[src/hw/rtl/ptpb_pkg.sv]
package ptpb_pkg;

  // Field widths
  localparam int unsigned AddrW  = 32;
  localparam int unsigned PortW  = 16;
  localparam int unsigned SeqW   = 32;
  localparam int unsigned FlagsW = 8;
  localparam int unsigned IdentW = 16;
  localparam int unsigned TtlW   = 8;
  localparam int unsigned WinW   = 16;
  localparam int unsigned WordW  = 32;
  localparam int unsigned IdxW   = 4;
  localparam int unsigned InDataW  = 152;
  localparam int unsigned CfgIdxW  = 2;
  localparam int unsigned CfgDataW = 16;

  // Configuration register indexes
  localparam logic [CfgIdxW-1:0] CFG_IDX_TTL = 2'd0;
  localparam logic [CfgIdxW-1:0] CFG_IDX_WIN = 2'd1;

  // Configuration reset values
  localparam logic [TtlW-1:0] TTL_RESET = 8'd64;
  localparam logic [WinW-1:0] WIN_RESET = 16'd4096;

  // Header constants
  localparam int unsigned       HdrWords      = 10;
  localparam logic [IdxW-1:0]   WORD_IDX_LAST = 4'd9;
  localparam logic [7:0]        PROTO_TCP     = 8'h06;
  localparam logic [15:0]       IP_VER_IHL_TOS = 16'h4500;
  localparam logic [15:0]       IP_TOTAL_LEN  = 16'd40;
  localparam logic [15:0]       TCP_LEN       = 16'd20;
  localparam logic [7:0]        TCP_DOFF      = 8'h50;

  // One header request with its configured fields and checksums
  typedef struct packed {
    logic [AddrW-1:0]  src_addr;
    logic [AddrW-1:0]  dst_addr;
    logic [PortW-1:0]  src_port;
    logic [PortW-1:0]  dst_port;
    logic [SeqW-1:0]   seq_number;
    logic [FlagsW-1:0] tcp_flags;
    logic [IdentW-1:0] ip_ident;
    logic [TtlW-1:0]   ttl;
    logic [WinW-1:0]   window;
    logic [15:0]       ip_csum;
    logic [15:0]       tcp_csum;
  } hdr_item_t;

endpackage

[src/hw/rtl/ipv4_tcp_probe_packet_builder_core.sv]
// IPv4 + TCP probe header builder.
// Input stream (in_*): one beat per probe; in_tdata carries the request
// fields. Output stream (out_*): ten 32-bit header words per probe in
// wire order, out_tuser giving the word position and out_tlast marking
// word nine. Configuration port (cfg_*): index 0 sets the TTL, index 1
// the TCP window; write only while no probe is in flight.
// A probe's first word is presented once the probe has passed the three
// checksum stages, the first loaded at the edge that takes it, and then
// the word register stage.
// The single 32-bit output channel sets the probe rate; words of
// consecutive probes follow with no gap, and the checksum stages take new
// probes while the serializer is still sending.
// Reset (synchronous, active low) empties the pipeline, drops any header
// in progress and restores TTL 64 and window 4096.
// When the receiver stalls, the current word holds and the checksum stages
// fill and then hold in_tready low; nothing is lost or repeated.
module ipv4_tcp_probe_packet_builder_core
  import ptpb_pkg::*;
(
  input  logic                clk,
  input  logic                rst_n,
  // Fields from bit 0: src_addr, dst_addr, src_port, dst_port,
  // seq_number, tcp_flags, ip_ident
  input  logic [InDataW-1:0]  in_tdata,
  input  logic                in_tvalid,
  output logic                in_tready,
  // Fields from bit 0: header_word
  output logic [WordW-1:0]    out_tdata,
  // Fields from bit 0: word_index
  output logic [IdxW-1:0]     out_tuser,
  output logic                out_tlast,
  output logic                out_tvalid,
  input  logic                out_tready,
  input  logic                cfg_we,
  input  logic [CfgIdxW-1:0]  cfg_index,
  input  logic [CfgDataW-1:0] cfg_data
);

  logic [TtlW-1:0] ttl_r;
  logic [WinW-1:0] window_r;
  logic            pipe_valid, pipe_ready;
  hdr_item_t       pipe_item;

  // Configuration registers; other indexes are ignored
  always_ff @(posedge clk) begin
    if (!rst_n) begin
      ttl_r    <= TTL_RESET;
      window_r <= WIN_RESET;
    end else if (cfg_we) begin
      case (cfg_index)
        CFG_IDX_TTL: ttl_r    <= cfg_data[TtlW-1:0];
        CFG_IDX_WIN: window_r <= cfg_data[WinW-1:0];
        default: ;
      endcase
    end
  end

  ptpb_csum_pipe u_csum_pipe (
    .clk       (clk),
    .rst_n     (rst_n),
    .in_valid  (in_tvalid),
    .in_ready  (in_tready),
    .in_data   (in_tdata),
    .ttl       (ttl_r),
    .window    (window_r),
    .out_valid (pipe_valid),
    .out_ready (pipe_ready),
    .out_item  (pipe_item)
  );

  ptpb_serializer u_serializer (
    .clk        (clk),
    .rst_n      (rst_n),
    .in_valid   (pipe_valid),
    .in_ready   (pipe_ready),
    .in_item    (pipe_item),
    .out_tvalid (out_tvalid),
    .out_tready (out_tready),
    .out_tdata  (out_tdata),
    .out_tuser  (out_tuser),
    .out_tlast  (out_tlast)
  );

endmodule

[src/hw/rtl/ptpb_csum_pipe.sv]
module ptpb_csum_pipe
  import ptpb_pkg::*;
(
  input  logic                clk,
  input  logic                rst_n,
  input  logic                in_valid,
  output logic                in_ready,
  input  logic [InDataW-1:0]  in_data,
  input  logic [TtlW-1:0]     ttl,
  input  logic [WinW-1:0]     window,
  output logic                out_valid,
  input  logic                out_ready,
  output hdr_item_t           out_item
);

  // Stage 1: unpacked item and partial sums
  hdr_item_t   s1_item_r;
  logic        s1_vld_r;
  logic [17:0] s1_addr_sum_r, s1_ip_misc_r, s1_tcp_misc_r, s1_tcp_w8_r;
  // Stage 2: full sums
  hdr_item_t   s2_item_r;
  logic        s2_vld_r;
  logic [18:0] s2_ip_sum_r;
  logic [19:0] s2_tcp_sum_r;
  // Stage 3: folded checksums
  hdr_item_t   s3_item_r, s3_item_nxt;
  logic        s3_vld_r;

  logic        s1_adv, s2_adv, s3_adv;
  hdr_item_t   in_item;

  function automatic logic [15:0] fold_csum(input logic [19:0] s);
    logic [16:0] s1;
    logic [15:0] s2;
    s1 = {13'd0, s[19:16]} + {1'b0, s[15:0]};
    s2 = s1[15:0] + {15'd0, s1[16]};
    return ~s2;
  endfunction

  // Stall handling: a stage moves when it is empty or the next one moves
  assign s3_adv   = !s3_vld_r || out_ready;
  assign s2_adv   = !s2_vld_r || s3_adv;
  assign s1_adv   = !s1_vld_r || s2_adv;
  assign in_ready = s1_adv;

  // Unpack the input beat
  always_comb begin
    in_item            = '0;
    in_item.src_addr   = in_data[31:0];
    in_item.dst_addr   = in_data[63:32];
    in_item.src_port   = in_data[79:64];
    in_item.dst_port   = in_data[95:80];
    in_item.seq_number = in_data[127:96];
    in_item.tcp_flags  = in_data[135:128];
    in_item.ip_ident   = in_data[151:136];
    in_item.ttl        = ttl;
    in_item.window     = window;
  end

  // Valid bits
  always_ff @(posedge clk) begin
    if (!rst_n) begin
      s1_vld_r <= 1'b0;
      s2_vld_r <= 1'b0;
      s3_vld_r <= 1'b0;
    end else begin
      if (s1_adv) s1_vld_r <= in_valid;
      if (s2_adv) s2_vld_r <= s1_vld_r;
      if (s3_adv) s3_vld_r <= s2_vld_r;
    end
  end

  // Stage 1: partial sums, each of four 16-bit terms
  always_ff @(posedge clk) begin
    if (s1_adv && in_valid) begin
      s1_item_r     <= in_item;
      s1_addr_sum_r <= {2'd0, in_item.src_addr[31:16]} + {2'd0, in_item.src_addr[15:0]}
                     + {2'd0, in_item.dst_addr[31:16]} + {2'd0, in_item.dst_addr[15:0]};
      s1_ip_misc_r  <= {2'd0, in_item.ip_ident} + {2'd0, in_item.ttl, PROTO_TCP}
                     + {2'd0, IP_VER_IHL_TOS} + {2'd0, IP_TOTAL_LEN};
      s1_tcp_misc_r <= {2'd0, in_item.src_port} + {2'd0, in_item.dst_port}
                     + {2'd0, in_item.seq_number[31:16]} + {2'd0, in_item.seq_number[15:0]};
      s1_tcp_w8_r   <= {2'd0, TCP_DOFF, in_item.tcp_flags} + {2'd0, in_item.window}
                     + {10'd0, PROTO_TCP} + {2'd0, TCP_LEN};
    end
  end

  // Stage 2: combine into the two checksum sums
  always_ff @(posedge clk) begin
    if (s2_adv && s1_vld_r) begin
      s2_item_r    <= s1_item_r;
      s2_ip_sum_r  <= {1'b0, s1_addr_sum_r} + {1'b0, s1_ip_misc_r};
      s2_tcp_sum_r <= {2'd0, s1_addr_sum_r} + {2'd0, s1_tcp_misc_r} + {2'd0, s1_tcp_w8_r};
    end
  end

  // Stage 3: fold carries and complement
  always_comb begin
    s3_item_nxt          = s2_item_r;
    s3_item_nxt.ip_csum  = fold_csum({1'b0, s2_ip_sum_r});
    s3_item_nxt.tcp_csum = fold_csum(s2_tcp_sum_r);
  end

  always_ff @(posedge clk) begin
    if (s3_adv && s2_vld_r) begin
      s3_item_r <= s3_item_nxt;
    end
  end

  assign out_valid = s3_vld_r;
  assign out_item  = s3_item_r;

endmodule

[src/hw/rtl/ptpb_serializer.sv]
module ptpb_serializer
  import ptpb_pkg::*;
(
  input  logic              clk,
  input  logic              rst_n,
  input  logic              in_valid,
  output logic              in_ready,
  input  hdr_item_t         in_item,
  output logic              out_tvalid,
  input  logic              out_tready,
  output logic [WordW-1:0]  out_tdata,
  output logic [IdxW-1:0]   out_tuser,
  output logic              out_tlast
);

  hdr_item_t             hdr_r;
  logic                  busy_r, busy_nxt;
  logic [IdxW-1:0]       cnt_r, cnt_nxt;
  logic [WordW-1:0]      words [HdrWords];
  logic                  last_beat;

  assign last_beat = busy_r && out_tready && (cnt_r == WORD_IDX_LAST);
  assign in_ready  = !busy_r || last_beat;

  // Lay out the header in wire order
  always_comb begin
    words[0] = {IP_VER_IHL_TOS, IP_TOTAL_LEN};
    words[1] = {hdr_r.ip_ident, 16'd0};
    words[2] = {hdr_r.ttl, PROTO_TCP, hdr_r.ip_csum};
    words[3] = hdr_r.src_addr;
    words[4] = hdr_r.dst_addr;
    words[5] = {hdr_r.src_port, hdr_r.dst_port};
    words[6] = hdr_r.seq_number;
    words[7] = '0;
    words[8] = {TCP_DOFF, hdr_r.tcp_flags, hdr_r.window};
    words[9] = {hdr_r.tcp_csum, 16'd0};
  end

  // Word counter and busy flag
  always_comb begin
    busy_nxt = busy_r;
    cnt_nxt  = cnt_r;
    if (in_valid && in_ready) begin
      busy_nxt = 1'b1;
      cnt_nxt  = '0;
    end else if (last_beat) begin
      busy_nxt = 1'b0;
      cnt_nxt  = '0;
    end else if (busy_r && out_tready) begin
      cnt_nxt  = cnt_r + 4'd1;
    end
  end

  always_ff @(posedge clk) begin
    if (!rst_n) begin
      busy_r <= 1'b0;
      cnt_r  <= '0;
    end else begin
      busy_r <= busy_nxt;
      cnt_r  <= cnt_nxt;
    end
  end

  // Hold the item being sent
  always_ff @(posedge clk) begin
    if (in_valid && in_ready) hdr_r <= in_item;
  end

  assign out_tvalid = busy_r;
  assign out_tdata  = words[cnt_r];
  assign out_tuser  = cnt_r;
  assign out_tlast  = (cnt_r == WORD_IDX_LAST);

  // Counter never passes the last word
  a_cnt_range: assert property (@(posedge clk) disable iff (!rst_n)
    cnt_r <= WORD_IDX_LAST)
    else $error("word counter out of range");

  // A stalled beat keeps its position in the header
  a_stall_hold: assert property (@(posedge clk) disable iff (!rst_n)
    busy_r && !out_tready |=> busy_r && $stable(cnt_r))
    else $error("word position moved during stall");

  // A new header always starts at word zero
  a_load_start: assert property (@(posedge clk) disable iff (!rst_n)
    in_valid && in_ready |=> busy_r && cnt_r == '0)
    else $error("header did not start at word zero");

  // Last word with nothing queued leaves the output empty
  a_drain: assert property (@(posedge clk) disable iff (!rst_n)
    last_beat && !in_valid |=> !busy_r)
    else $error("output still valid after final word");

endmodule
[config.mk]
export PLATFORM = sky130hd
export DESIGN_NAME = ipv4_tcp_probe_packet_builder_core
export DESIGN_NICKNAME = d
export VERILOG_FILES = /design/src/hw/rtl/ptpb_pkg.sv /design/src/hw/rtl/ipv4_tcp_probe_packet_builder_core.sv /design/src/hw/rtl/ptpb_csum_pipe.sv /design/src/hw/rtl/ptpb_serializer.sv
export SDC_FILE = /design/constraint.sdc
export NUM_CORES = 1
export LEC_CHECK = 0
export BUFFER_PORTS_ARGS = -buffer_cell sky130_fd_sc_hd__buf_2
export CORE_UTILIZATION = 40
export CTS_CLUSTER_DIAMETER = 30
export CTS_CLUSTER_SIZE = 20
export DETAILED_ROUTE_END_ITERATION = 12
export GPL_TIMING_DRIVEN = 0
export PLACE_DENSITY = 0.52
export SLEW_MARGIN = 20
export SYNTH_ARGS = -nofsm -noshare
export SYNTH_HDL_FRONTEND = slang
export SYNTH_HIERARCHICAL = 1
export SYNTH_SLANG_ARGS = --single-unit
[constraint.sdc]
create_clock -name clk -period 28 [get_ports clk]
set_input_delay 5.6 -clock clk [delete_from_list [all_inputs] [get_ports clk]]
set_output_delay 5.6 -clock clk [all_outputs]
set_load 0.05 [all_outputs]
---- Word-level counts from Yosys, hierarchy flattened ----
Cells that the tools add are included.
storage, ports and cells
  register bits after elaboration ......... 911
  output and inout port bits .............. 39
  input port bits ......................... 175
operators by class
  mux-type cells .......................... 5
  reduce and logical (&&, ||, !) cells .... 19
  bitwise logic cells ..................... 4
  eq/ne operators ......................... 2
  order comparisons ....................... 1
  $add $sub $neg .......................... 20
operators with widths
  kind                    count
  $bmux 32 s4             1
  $add 18x16->18          4
  $mux 32                 2
  $add 16x16->17          3
  $add 18x18->19          2
  $add 16x1->16           2
  $not 16->16             2
  $add 20x18->20          1
  $add 18x15->18 const B  1
  $add 18x3->18 const B   1
  $add 18x5->18 const B   1
  $add 18x6->18 const B   1
  $add 15x16->17          1
  $add 3x16->17           1
  $add 4x16->17           1
  $logic_and 1x1->1       6
  $ge 5x5->1 const B      1
  $not 4->5               1
  $add 4x1->4 const B     1
  $eq 4x4->1 const B      1
  $logic_not 1->1         4
  $logic_or 1x1->1        4
  $reduce_and 2->1        2
  $reduce_or 3->1         1
  other kinds (5)         6

---- Longest topological paths before layout ----
Gate-level depths: netlist of run 1.
  depth after elaboration ................. 7
  mapped depth ............................ 15
  depth with buffers taken out ............ 15

---- Hierarchy ----
The synthesis of run 1 kept the hierarchy.
modules (own cells, without submodules)
  module                              area each (um^2)  cells each  sequential area each (um^2)  instances
  ptpb_csum_pipe                      28154.5           1720        20149.3                      1
  ptpb_serializer                     8298.0            498         6346.1                       1
  ipv4_tcp_probe_packet_builder_core  952.2             98          480.5                        1

---- Worst setup path after synthesis of run 1 ----
No wires, ideal clock.
  kind .................................... input to register
  start point ............................. input out_tready
  end point ............................... register u_csum_pipe.s2_ip_sum_r[0] (enable)
  data required time ...................... 26.881 ns
  buffers on the path ..................... 0
  stages on the path ...................... 4
  setup slack ............................. 5.529 ns
  arrival ................................. 21.352 ns
  path through ............................ nand2_1 -> nand2_1 -> nor2b_1 -> a21boi_0
between the ends
  word-level cells in the longest chain between the ends .. 6
RTL lines
  element                         RTL line                                  source
  start, declared                 ipv4_tcp_probe_packet_builder_core.sv:33  input logic out_tready,
  $logic_and 1x1->1 (2 in a row)  ptpb_serializer.sv:22                     assign last_beat = busy_r && out_tready && (cnt_r == WORD_IDX_LAST);
  $logic_or 1x1->1                ptpb_serializer.sv:23                     assign in_ready = !busy_r || last_beat;
  via pipe_ready                  ipv4_tcp_probe_packet_builder_core.sv:41  logic pipe_valid, pipe_ready;
  $logic_or 1x1->1                ptpb_csum_pipe.sv:41                      assign s3_adv = !s3_vld_r || out_ready;
  $logic_or 1x1->1                ptpb_csum_pipe.sv:42                      assign s2_adv = !s2_vld_r || s3_adv;
  $logic_and 1x1->1               ptpb_csum_pipe.sv:90                      if (s2_adv && s1_vld_r) begin
  end signal, assigned            ptpb_csum_pipe.sv:92                      s2_ip_sum_r <= {1'b0, s1_addr_sum_r} + {1'b0, s1_ip_misc_r};
  end, declared                   ptpb_csum_pipe.sv:23                      logic [18:0] s2_ip_sum_r;
The timed path passes the listed nets, and every way through them passes these cells.
A chain may end at the register's enable or synchronous reset.

---- Worst setup path in the final report of run 1 ----
  start point ............................. input out_tready
  end point ............................... output in_tready
between the ends
  word-level cells in the longest chain between the ends .. 6
RTL lines
  element                         RTL line                                  source
  $logic_and 1x1->1 (2 in a row)  ptpb_serializer.sv:22
  $logic_or 1x1->1                ptpb_serializer.sv:23
  via pipe_ready                  ipv4_tcp_probe_packet_builder_core.sv:41
  $logic_or 1x1->1                ptpb_csum_pipe.sv:41
  $logic_or 1x1->1                ptpb_csum_pipe.sv:42
  $logic_or 1x1->1                ptpb_csum_pipe.sv:43                      assign s1_adv = !s1_vld_r || s2_adv;
  end, declared                   ipv4_tcp_probe_packet_builder_core.sv:26  output logic in_tready,
The timed path passes the listed nets, and every way through them passes these cells.

==> run_results.csv, run 1 <==
group,metric,value,unit
die,pin_count,214,
timing,slew_headroom,33.3,%
die,num_rows,111,
timing,slew_violations,0,
yosys,synth_compound_area_share,5.90,%
clock_tree,cts_buffers,183,
yosys,synth_area,37400,µm²
route,drtIter0Drc,1565,
die,die_area,94700,µm²
worst_setup_path,cp_max_fo,6,
worst_setup_path,cp_slowest_cell,"nor2b_1",
worst_setup_path,crit_arrival,7.02,ns
place,place_congestion,0.880,
worst_setup_path,crit_path_end_kind,"output port",
final_layout,layout_commonest_cell,"edfxtp_1",
place,port_buffers,213,
die,core_area,92100,µm²
die,die_h,308,µm
worst_setup_path,critPathMaxStageDelay,0.63,ns
timing,fmax,0.0793,GHz
final_layout,insertedDiodeCount,0,
yosys,ys_ff_latch,909,
route,ant_nets,0,
die,start_util,40.6,%
clock_tree,cts_tree,"done",
yosys,ys_warn_count,6,
yosys,synthMuxAreaShare,2.36,%
global_routing,grt_pass1_vias,21662,
global_routing,gr-total-overflow,0,
clock_tree,cts.sinks,909,
yosys,synth_edf_count,877,
clock_tree,ctsHoldBuffers,0,
clock_tree,clk_latency,0.76,ns
clock_tree,clockBufferDepth,3,
route,wl_per_cell,23.0,µm
yosys,synth_top_family_by_area,"adder cells",
worst_setup_path,crit_chain,"buf_2 > nand2_1 > nand2_1 > nor2b_1 > nand3_1 > buf_2",
final_layout,layout_common_cells,"edfxtp_1, inv_1, buf_2",
worst_setup_path,worstSetupPathType,"primary input to output port",
place,hpwl,71300,µm
yosys,yosysUniqueCellTypes,82,
yosys,async_flop_share,0,%
worst_setup_path,required,22.40,ns
yosys,synth-main-ff-cell,"edfxtp_1",
min_path,hold_class,"flip-flop to flip-flop",
yosys,yosysTopAreaCell,"edfxtp_1",
timing,layout_min_cycle_time,12.62,ns
route,vias,20806,
clock_tree,ctsRootBufferMaster,"clkbuf_16",
route,totalWireLength,95900,µm
yosys,yosys-top-cells-area,"edfxtp_1, fa_1, ha_1",
pwr,ir_worst_vdd,0.0000522,V
timing,setup_viol,0,
timing,period_share,45.1,%
clock_tree,post_cts_buffers,0,
outcome,outcome,"finished clean",
global_routing,grt_pass1_wl,138000,µm
final_layout,nets,3148,
global_routing,grt_start_max_net_pins,26,
timing,skew,0.0315,ns
pwr,finalPower,4.82,mW
timing,finalHoldViolCount,0,
timing,tns,0,ns
clock_tree,cts_resized,0,
yosys,ys_seq_area_share,72.1,%
clock_tree,htree_levels,4,
global_routing,antenna_found_initial,5,
final_layout,area_growth,27.7,%
flow_run,cap_viol_max_count,0,
route,drcViolationCount,0,
yosys,synth_xor_area_share,2.86,%
timing,worstMarginPinSlew,1.00,ns
yosys,postSynthCellCount,2316,
yosys,synth_simple_gate_area_share,4.65,%
pwr,p_per_area,101,nW/µm²
yosys,synthDominantCellAreaShare,70.4,%
yosys,synth_fp_nets,2701,
clock_tree,clk_pin_slew,0.05,ns
route,drtPass1Iterations,5,
timing,rsz0062_at_grt,"false",
pwr,p_leak,18.1,nW
global_routing,grt_usage,20.5,%
final_layout,drive_gt1_share,21.3,%
worst_setup_path,start_kind,"primary input",
yosys,synth_fa_ha_area_share,8.77,%
die,die_x,308,µm
yosys,synth.avg_cell_area,16.2,µm²
route,via_per_inst,4.99,
-- report_power, final --
part           internal [mW]  switching (mW)
clock                   1.47           0.745
sequential              1.66          0.0810
combinational          0.358           0.503
total                   3.49            1.33
-- cell families (layout without fill, tap and decap cells) --
| logic type | after synthesis | count (layout) |
|---|---|---|
| fa+ha+maj | 210 | 210 |
| buf+inv | 303 | 911 |
| flops | 909 | 909 |
| compound gates | 334 | 334 |
| xor+xnor | 122 | 122 |
| mux | 88 | 88 |
| simple gates | 350 | 350 |
-- through the flow --
stage	setup slack (ns)	cell area, µm²	utilization (%)	hold WS, ns	std cells
6_report	15.38	47800	51.9	0.401	4167
5_1_grt	15.32	47800	51.9	0.412	4167
4_1_cts	15.42	47800	51.9	0.398	4167
3_5_place_dp	15.41	41300	44.9	0.405	3821
3_3_place_gp	-4.91	40000	43.5	0.400	3772
2_1_floorplan	5.53	37400	-	0.400	2316
-- worst max-delay path, delay by kind of cell --
kind,cells,cell delay (ns)
simple gates,4,1.02
buf+inv,2,0.39
-- flip-flops by register name (all words and copies together) (netlist names), 16 cells and up --
register / cells
u_serializer/hdr_r: 208
u_csum_pipe/s2_tcp_sum_r: 20
u_csum_pipe/s1_addr_sum_r: 18
u_csum_pipe/s1_tcp_misc_r: 18
u_csum_pipe/s1_item_r: 176
u_csum_pipe/s1_tcp_w8_r: 17
u_csum_pipe/s2_item_r: 176
window_r: 16
u_csum_pipe/s2_ip_sum_r: 19
u_csum_pipe/s1_ip_misc_r: 17
u_csum_pipe/out_item: 208
-- routing by layer --
layer / track usage [%] / part of all wire [%] / routed length [µm] / up-vias
met4: 7.05 / 2.4 / 2260 / 0
met1: 27.1 / 43 / 41500 / 10471
met5: 0 / 0 / 0 / -
li1: - / - / - / 9526
met3: 4.13 / 5.5 / 5320 / 154
met2: 33.8 / 49 / 46800 / 655
-- worst paths after layout --
kind / start / to / cells past startpoint / slack, ns
worst min register to register: u_csum_pipe/out_item[72] / u_serializer/hdr_r[72] / 0 / 0.40
worst min-delay path: u_csum_pipe/out_item[72] / u_serializer/hdr_r[72] / 0 / 0.40
worst max-delay path: out_tready / in_tready / 6 / 15.38
worst max register to register: u_csum_pipe/s2_tcp_sum_r[0] / u_csum_pipe/out_item[14] / 14 / 23.62
-- layout make-up --
| type | instances | area, µm² |
|---|---|---|
| timing repair buffer | 262 | 2320 |
| fill | 7530 | 44300 |
| sequential | 909 | 27000 |
| multi-input combinational | 1104 | 9220 |
| clock buffer | 204 | 4740 |
| inverter | 259 | 972 |
| clock inverter | 142 | 1680 |
| tap | 1243 | 1560 |
| buffer | 44 | 279 |
-- synth_stat cells (8+ instances only) --
library cell / n
edfxtp_1: 877
inv_1: 259
ha_1: 123
nand2_1: 117
a21oi_1: 107
fa_1: 87
mux2i_1: 87
nor2_1: 81
xnor2_1: 79
o21ai_0: 46
xor2_1: 43
a21o_1: 41
dfxtp_1: 32
nor3_1: 23
nand3_1: 20
o21a_1: 17
buf_2: 16
nand4_1: 16
nor2b_1: 15
o221ai_1: 15
nand2b_1: 14
o211ai_1: 13
clkbuf_1: 10
o21bai_1: 10
and3_1: 9
a22o_1: 8
Power figures use the tool's default switching activity.
==> inputs of run 2 (changes only) <==
Settings changed: ABC_AREA set to 1.
Clock period 28 ns to 13 ns, I/O delays scaled along.
==> run_results.csv, run 2 <==
group,metric,value,unit
route,vias,23424,
yosys,synthDominantCellAreaShare,68.3,%
clock_tree,ctsRootBufferMaster,"clkbuf_16",
global_routing,grt_pass1_vias,23644,
yosys,yosysMostFrequentCell,"edfxtp_1",
final_layout,layout.cells.non_filler,4719,
clock_tree,ctsHoldBuffers,0,
clock_tree,cts_buffers,185,
yosys,synth_area,38600,µm²
route,drtIter0Drc,2171,
yosys,yosysTopAreaCell,"edfxtp_1",
timing,setup_ws,6.45,ns
global_routing,gr-total-overflow,0,
global_routing,grt_start_max_net_pins,99,
route,ant_nets,0,
place,dpl-instance-area,42000,µm²
die,die_x,313,µm
yosys,synth_edf_count,877,
outcome,outcome,"finished clean",
clock_tree,clockBufferDepth,3,
timing,layout_min_cycle_time,6.55,ns
final_layout,layout_commonest_cell,"edfxtp_1",
yosys,ys_ff_latch,909,
clock_tree,cts.sinks,909,
yosys,yosysUniqueCellTypes,45,
route,wl_per_cell,22.9,µm
pwr,internal_power,7.34,mW
worst_setup_path,crit_path_end_kind,"output port",
route,drtPass1Iterations,5,
timing,fmax,0.153,GHz
pwr,p_sw_share,29.8,%
timing,slew_headroom,44.9,%
pwr,pwr-share-clk,44.7,%
pwr,finalPower,10.5,mW
route,totalWireLength,108000,µm
final_layout,nets,3678,
worst_setup_path,worstSetupPathType,"primary input to output port",
route,via_per_inst,4.96,
min_path,hold_class,"flip-flop to flip-flop",
timing,skew,0.0566,ns
timing,tns,0,ns
yosys,ys_warn_count,6,
clock_tree,clk_latency,0.77,ns
place,place_congestion,0.906,
flow_run,cap_viol_max_count,0,
yosys,synth.avg_cell_area,13.5,µm²
place,port_buffers,212,
final_layout,fin_area,48300,µm²
yosys,async_flop_share,0,%
place,dp_slack,6.54,ns
yosys,synth_common_cells,"edfxtp_1, nand2_1, inv_1",
yosys,synth_fp_nets,3252,
clock_tree,post_cts_buffers,0,
pwr,pwr-share-seq,36.0,%
worst_setup_path,cp_max_fo,4,
worst_setup_path,required,10.40,ns
final_layout,fin_util,50.7,%
final_layout,layout_common_cells,"edfxtp_1, nand2_1, inv_1",
global_routing,grt_usage,22.4,%
final_layout,area_growth,25.3,%
timing,period_share,50.4,%
clock_tree,cts_resized,0,
worst_setup_path,start_kind,"primary input",
timing,setup_viol,0,
die,die_area,97700,µm²
pwr,p_leak,19.5,nW
timing,hold_slack,0.378,ns
place,hpwl,81800,µm
die,start_util,40.5,%
timing,rsz0062_at_grt,"false",
timing,slew_violations,0,
yosys,yosys-top-cells-area,"edfxtp_1, nand2_1, fa_1",
worst_setup_path,crit_arrival,3.95,ns
global_routing,grt_pass1_wl,156000,µm
timing,worstMarginPinSlew,0.818,ns
die,core_area,95300,µm²
yosys,synth-main-ff-cell,"edfxtp_1",
die,die_h,313,µm
yosys,postSynthCellCount,2867,
die,num_rows,113,
die,pin_count,214,
global_routing,antenna_found_initial,11,
pwr,p_per_area,216,nW/µm²
pwr,pwr-share-comb,19.3,%
timing,finalHoldViolCount,0,
yosys,ys_seq_area_share,69.9,%
pwr,power_switching,3.11,mW
clock_tree,htree_levels,4,
clock_tree,cts_tree,"done",
place,dp_cells,4371,
final_layout,drive_gt1_share,19.3,%
route,drcViolationCount,0,
clock_tree,clk_pin_slew,0.05,ns
pwr,ir_worst_vdd,0.000124,V
==> run 2: cell count changes after synthesis, moves of 20 or more <==
| cell | before | now |
|---|---|---|
| nor2_1 | 81 | 148 |
| mux2i_1 | 87 | 0 |
| xor2_1 | 43 | 82 |
| nand4_1 | 16 | 36 |
| inv_1 | 259 | 384 |
| xnor2_1 | 79 | 22 |
| nand3_1 | 20 | 191 |
| nand2_1 | 117 | 506 |
| nand2_2 | 0 | 20 |
| a21o_1 | 41 | 14 |
==> run 2: cells by family after synthesis <==
group	share of synthesized area [%]
xor gates and xnor gates	2.36
DFF	69.9
buffers and inverters	4.64
and+or+nand+nor	11.3
adders and majority gates	8.51
AOI/OAI and AO/OA	3.26
==> run 2: worst max-delay path, cell delays in order <==
cell,delay (ns)
buf_2,0.11
nand2_1,0.14
inv_1,0.11
nand2_1,0.16
nand2_1,0.10
inv_1,0.13
nand2_1,0.08
nor2_1,0.16
nand2_1,0.13
buf_2,0.23
==> run 2: worst paths after layout <==
check                                          startpoint                    endpoint  slack [ns]  cells after the start
worst max-delay path                           out_tready                   in_tready        6.45                     10
worst min-delay path             u_csum_pipe/out_item[57]      u_serializer/hdr_r[57]        0.38                      0
worst max register to register  u_serializer/out_tuser[1]  u_csum_pipe/s2_item_r[112]        9.08                     16
worst min register to register   u_csum_pipe/out_item[57]      u_serializer/hdr_r[57]        0.38                      0
==> run 2: metal layers <==
layer / part of all wire [%] / vias up / wire length [µm] / GRT usage (%)
li1: - / 10819 / - / -
met1: 45 / 11597 / 48800 / 31.6
met2: 45 / 842 / 48700 / 34.1
met3: 6.5 / 166 / 7000 / 4.35
met4: 3.3 / 0 / 3570 / 9.00
met5: 0 / - / 0 / 0
==> run 2: power groups by stage <==
stage | combinational (mW) | clock (mW) | sequential [mW]
after detailed placement | 2.02 | 0 | 3.82
after floorplan | 1.38 | 0 | 3.72
after global placement | 2.00 | 0 | 3.85
final | 2.02 | 4.67 | 3.76
after CTS | 2.04 | 4.75 | 3.77
after global routing | 2.27 | 4.90 | 3.78
==> run 2: area by class of cell <==
class	instances	area [µm²]
Fill cell	8215	47000
Sequential cell	909	27000
Multi-Input combinational cell	1517	9830
Clock buffer	209	4760
Timing Repair Buffer	239	1780
Clock inverter	138	1590
Tap cell	1265	1580
Inverter	395	1500
Buffer	46	304
Antenna cell	1	2.50
==> inputs of run 3 (changes only) <==
Clock period 13 ns to 6.7 ns, I/O delays scaled along.
==> run_results.csv, run 3 (synthesis results as in run 2) <==
group,metric,value,unit
worst_setup_path,critPathMaxStageDelay,0.35,ns
clock_tree,cts_resized,0,
flow_run,cap_viol_max_count,0,
clock_tree,ctsRootBufferMaster,"clkbuf_16",
timing,period_share,66.8,%
clock_tree,clk_pin_slew,0.05,ns
place,place_congestion,0.922,
clock_tree,ctsHoldBuffers,0,
final_layout,layout_common_cells,"edfxtp_1, nand2_1, inv_1",
route,drcViolationCount,0,
clock_tree,post_cts_buffers,0,
final_layout,area_growth,26.7,%
pwr,ir_worst_vdd,0.000262,V
route,wl_per_cell,22.9,µm
final_layout,nets,3695,
timing,slew_headroom,52.8,%
pwr,p_per_area,423,nW/µm²
global_routing,grt_start_max_net_pins,34,
worst_setup_path,crit_path_end_kind,"output port",
global_routing,grt_pass1_wl,156000,µm
die,start_util,40.5,%
timing,slew_violations,0,
place,hpwl,84100,µm
worst_setup_path,cp_slowest_cell,"dfxtp_2",
worst_setup_path,crit_chain,"buf_6 > inv_4 > buf_2 > ha_1 > inv_1 > nor2_1 > nand2_1 > nand2_1 > inv_1 > nand2_1 > nor2_1 > nand2_1 > buf_2",
worst_setup_path,critPathTopFamily,"buffers and inverters",
route,drtIter0Drc,2154,
timing,layout_min_cycle_time,4.47,ns
timing,finalHoldViolCount,0,
global_routing,antenna_found_initial,4,
die,die_area,97700,µm²
clock_tree,cts_tree,"done",
timing,hold_slack,0.382,ns
worst_setup_path,cp_max_fo,10,
global_routing,grt_pass1_vias,23212,
global_routing,grt_usage,22.4,%
clock_tree,cts.sinks,909,
final_layout,fillers,8205,
die,die_h,313,µm
timing,skew,0.0482,ns
worst_setup_path,required,5.36,ns
final_layout,multiInputGateArea,9830,µm²
route,ant_nets,0,
timing,fmax,0.223,GHz
outcome,outcome,"finished clean",
timing,rsz0062_at_grt,"false",
die,pin_count,214,
route,drtPass1Iterations,5,
timing,setup_viol,0,
die,core_area,95300,µm²
clock_tree,clockBufferDepth,3,
final_layout,layout.cells.non_filler,4742,
die,die_x,313,µm
min_path,hold_class,"flip-flop to flip-flop",
route,totalWireLength,109000,µm
pwr,p_leak,19.8,nW
clock_tree,htree_levels,4,
final_layout,layout_commonest_cell,"edfxtp_1",
worst_setup_path,start_kind,"flip-flop",
final_layout,seqCellArea,27000,µm²
worst_setup_path,crit_arrival,3.13,ns
timing,worstMarginPinSlew,0.701,ns
route,vias,23428,
final_layout,drive_gt1_share,20.1,%
global_routing,gr-total-overflow,0,
place,port_buffers,212,
route,via_per_inst,4.94,
clock_tree,cts_buffers,189,
worst_setup_path,worstSetupPathType,"flip-flop to output port",
clock_tree,clk_latency,0.77,ns
die,num_rows,113,
place,dp_cells,4384,
worst_setup_path,path_buf_inv,6,
worst_setup_path,cpMostUsedCell,"nand2_1",
-- run 3: routing by layer --
| layer | global-route usage (%) | part of all wire, % | up-vias |
|---|---|---|---|
| li1 | - | - | 10880 |
| met2 | 34.4 | 46 | 904 |
| met3 | 4.68 | 7.0 | 156 |
| met5 | 0 | 0 | - |
| met1 | 31.6 | 44 | 11488 |
| met4 | 7.87 | 2.8 | 0 |
-- run 3: metrics by stage --
step | worst slack, ns | TNS (ns) | util [%] | instance area, µm² | total power, mW
final | 2.23 | 0 | 51.3 | 48900 | 20.7
after global routing | 2.01 | 0 | 51.3 | 48900 | 21.6
after CTS | 2.22 | 0 | 51.3 | 48900 | 20.9
after detailed placement | 1.73 | 0 | 44.3 | 42200 | 11.3
after global placement | -2.39 | -1472.58 | 43.3 | 41200 | 11.3
after floorplan | 0.0102 | 0 | - | 38600 | 9.88
-- run 3: power breakdown --
| part | switching [mW] | internal (mW) | leakage (nW) |
|---|---|---|---|
| combinational | 2.53 | 1.36 | 8.14 |
| clock | 3.15 | 6.33 | 3.18 |
| sequential | 0.381 | 6.93 | 8.50 |
| total | 6.06 | 14.6 | 19.8 |
-- run 3: final timing paths --
kind | from | to | slack (ns) | depth (start not counted)
worst max-delay path | u_serializer/out_tuser[1] | in_tready | 2.23 | 13
worst min-delay path | u_csum_pipe/s1_item_r[67] | u_csum_pipe/s2_item_r[67] | 0.38 | 0
worst max register to register | u_serializer/out_tuser[1] | u_csum_pipe/s2_item_r[96] | 2.82 | 18
worst min register to register | u_csum_pipe/s1_item_r[67] | u_csum_pipe/s2_item_r[67] | 0.38 | 0
-- run 3: worst reg2reg max path, cell delays in order, from the launching register on --
cell and delay, ns:
dfxtp_2 0.35, buf_6 0.18, inv_4 0.12, buf_2 0.35, ha_1 0.22, inv_1 0.04
nor2_1 0.19, nand2_1 0.17, nand2_1 0.13, inv_1 0.09, nand2_1 0.09, nor2_1 0.07
inv_1 0.08, nand2_1 0.10, clkinvlp_4 0.40, buf_12 0.27, buf_12 0.24, buf_16 0.22
buf_12 0.23
-- run 3: cell type report --
| cell class | instances | area share [%] |
|---|---|---|
| flip-flops and latches | 909 | 55.2 |
| repair buffers | 252 | 4.20 |
| well taps | 1265 | 3.24 |
| clock inverters | 157 | 3.70 |
| clock buffers | 200 | 9.85 |
| diodes | 1 | 0.00512 |
| multi-input cells | 1517 | 20.1 |
| plain buffers | 46 | 0.622 |
| inverters | 395 | 3.05 |
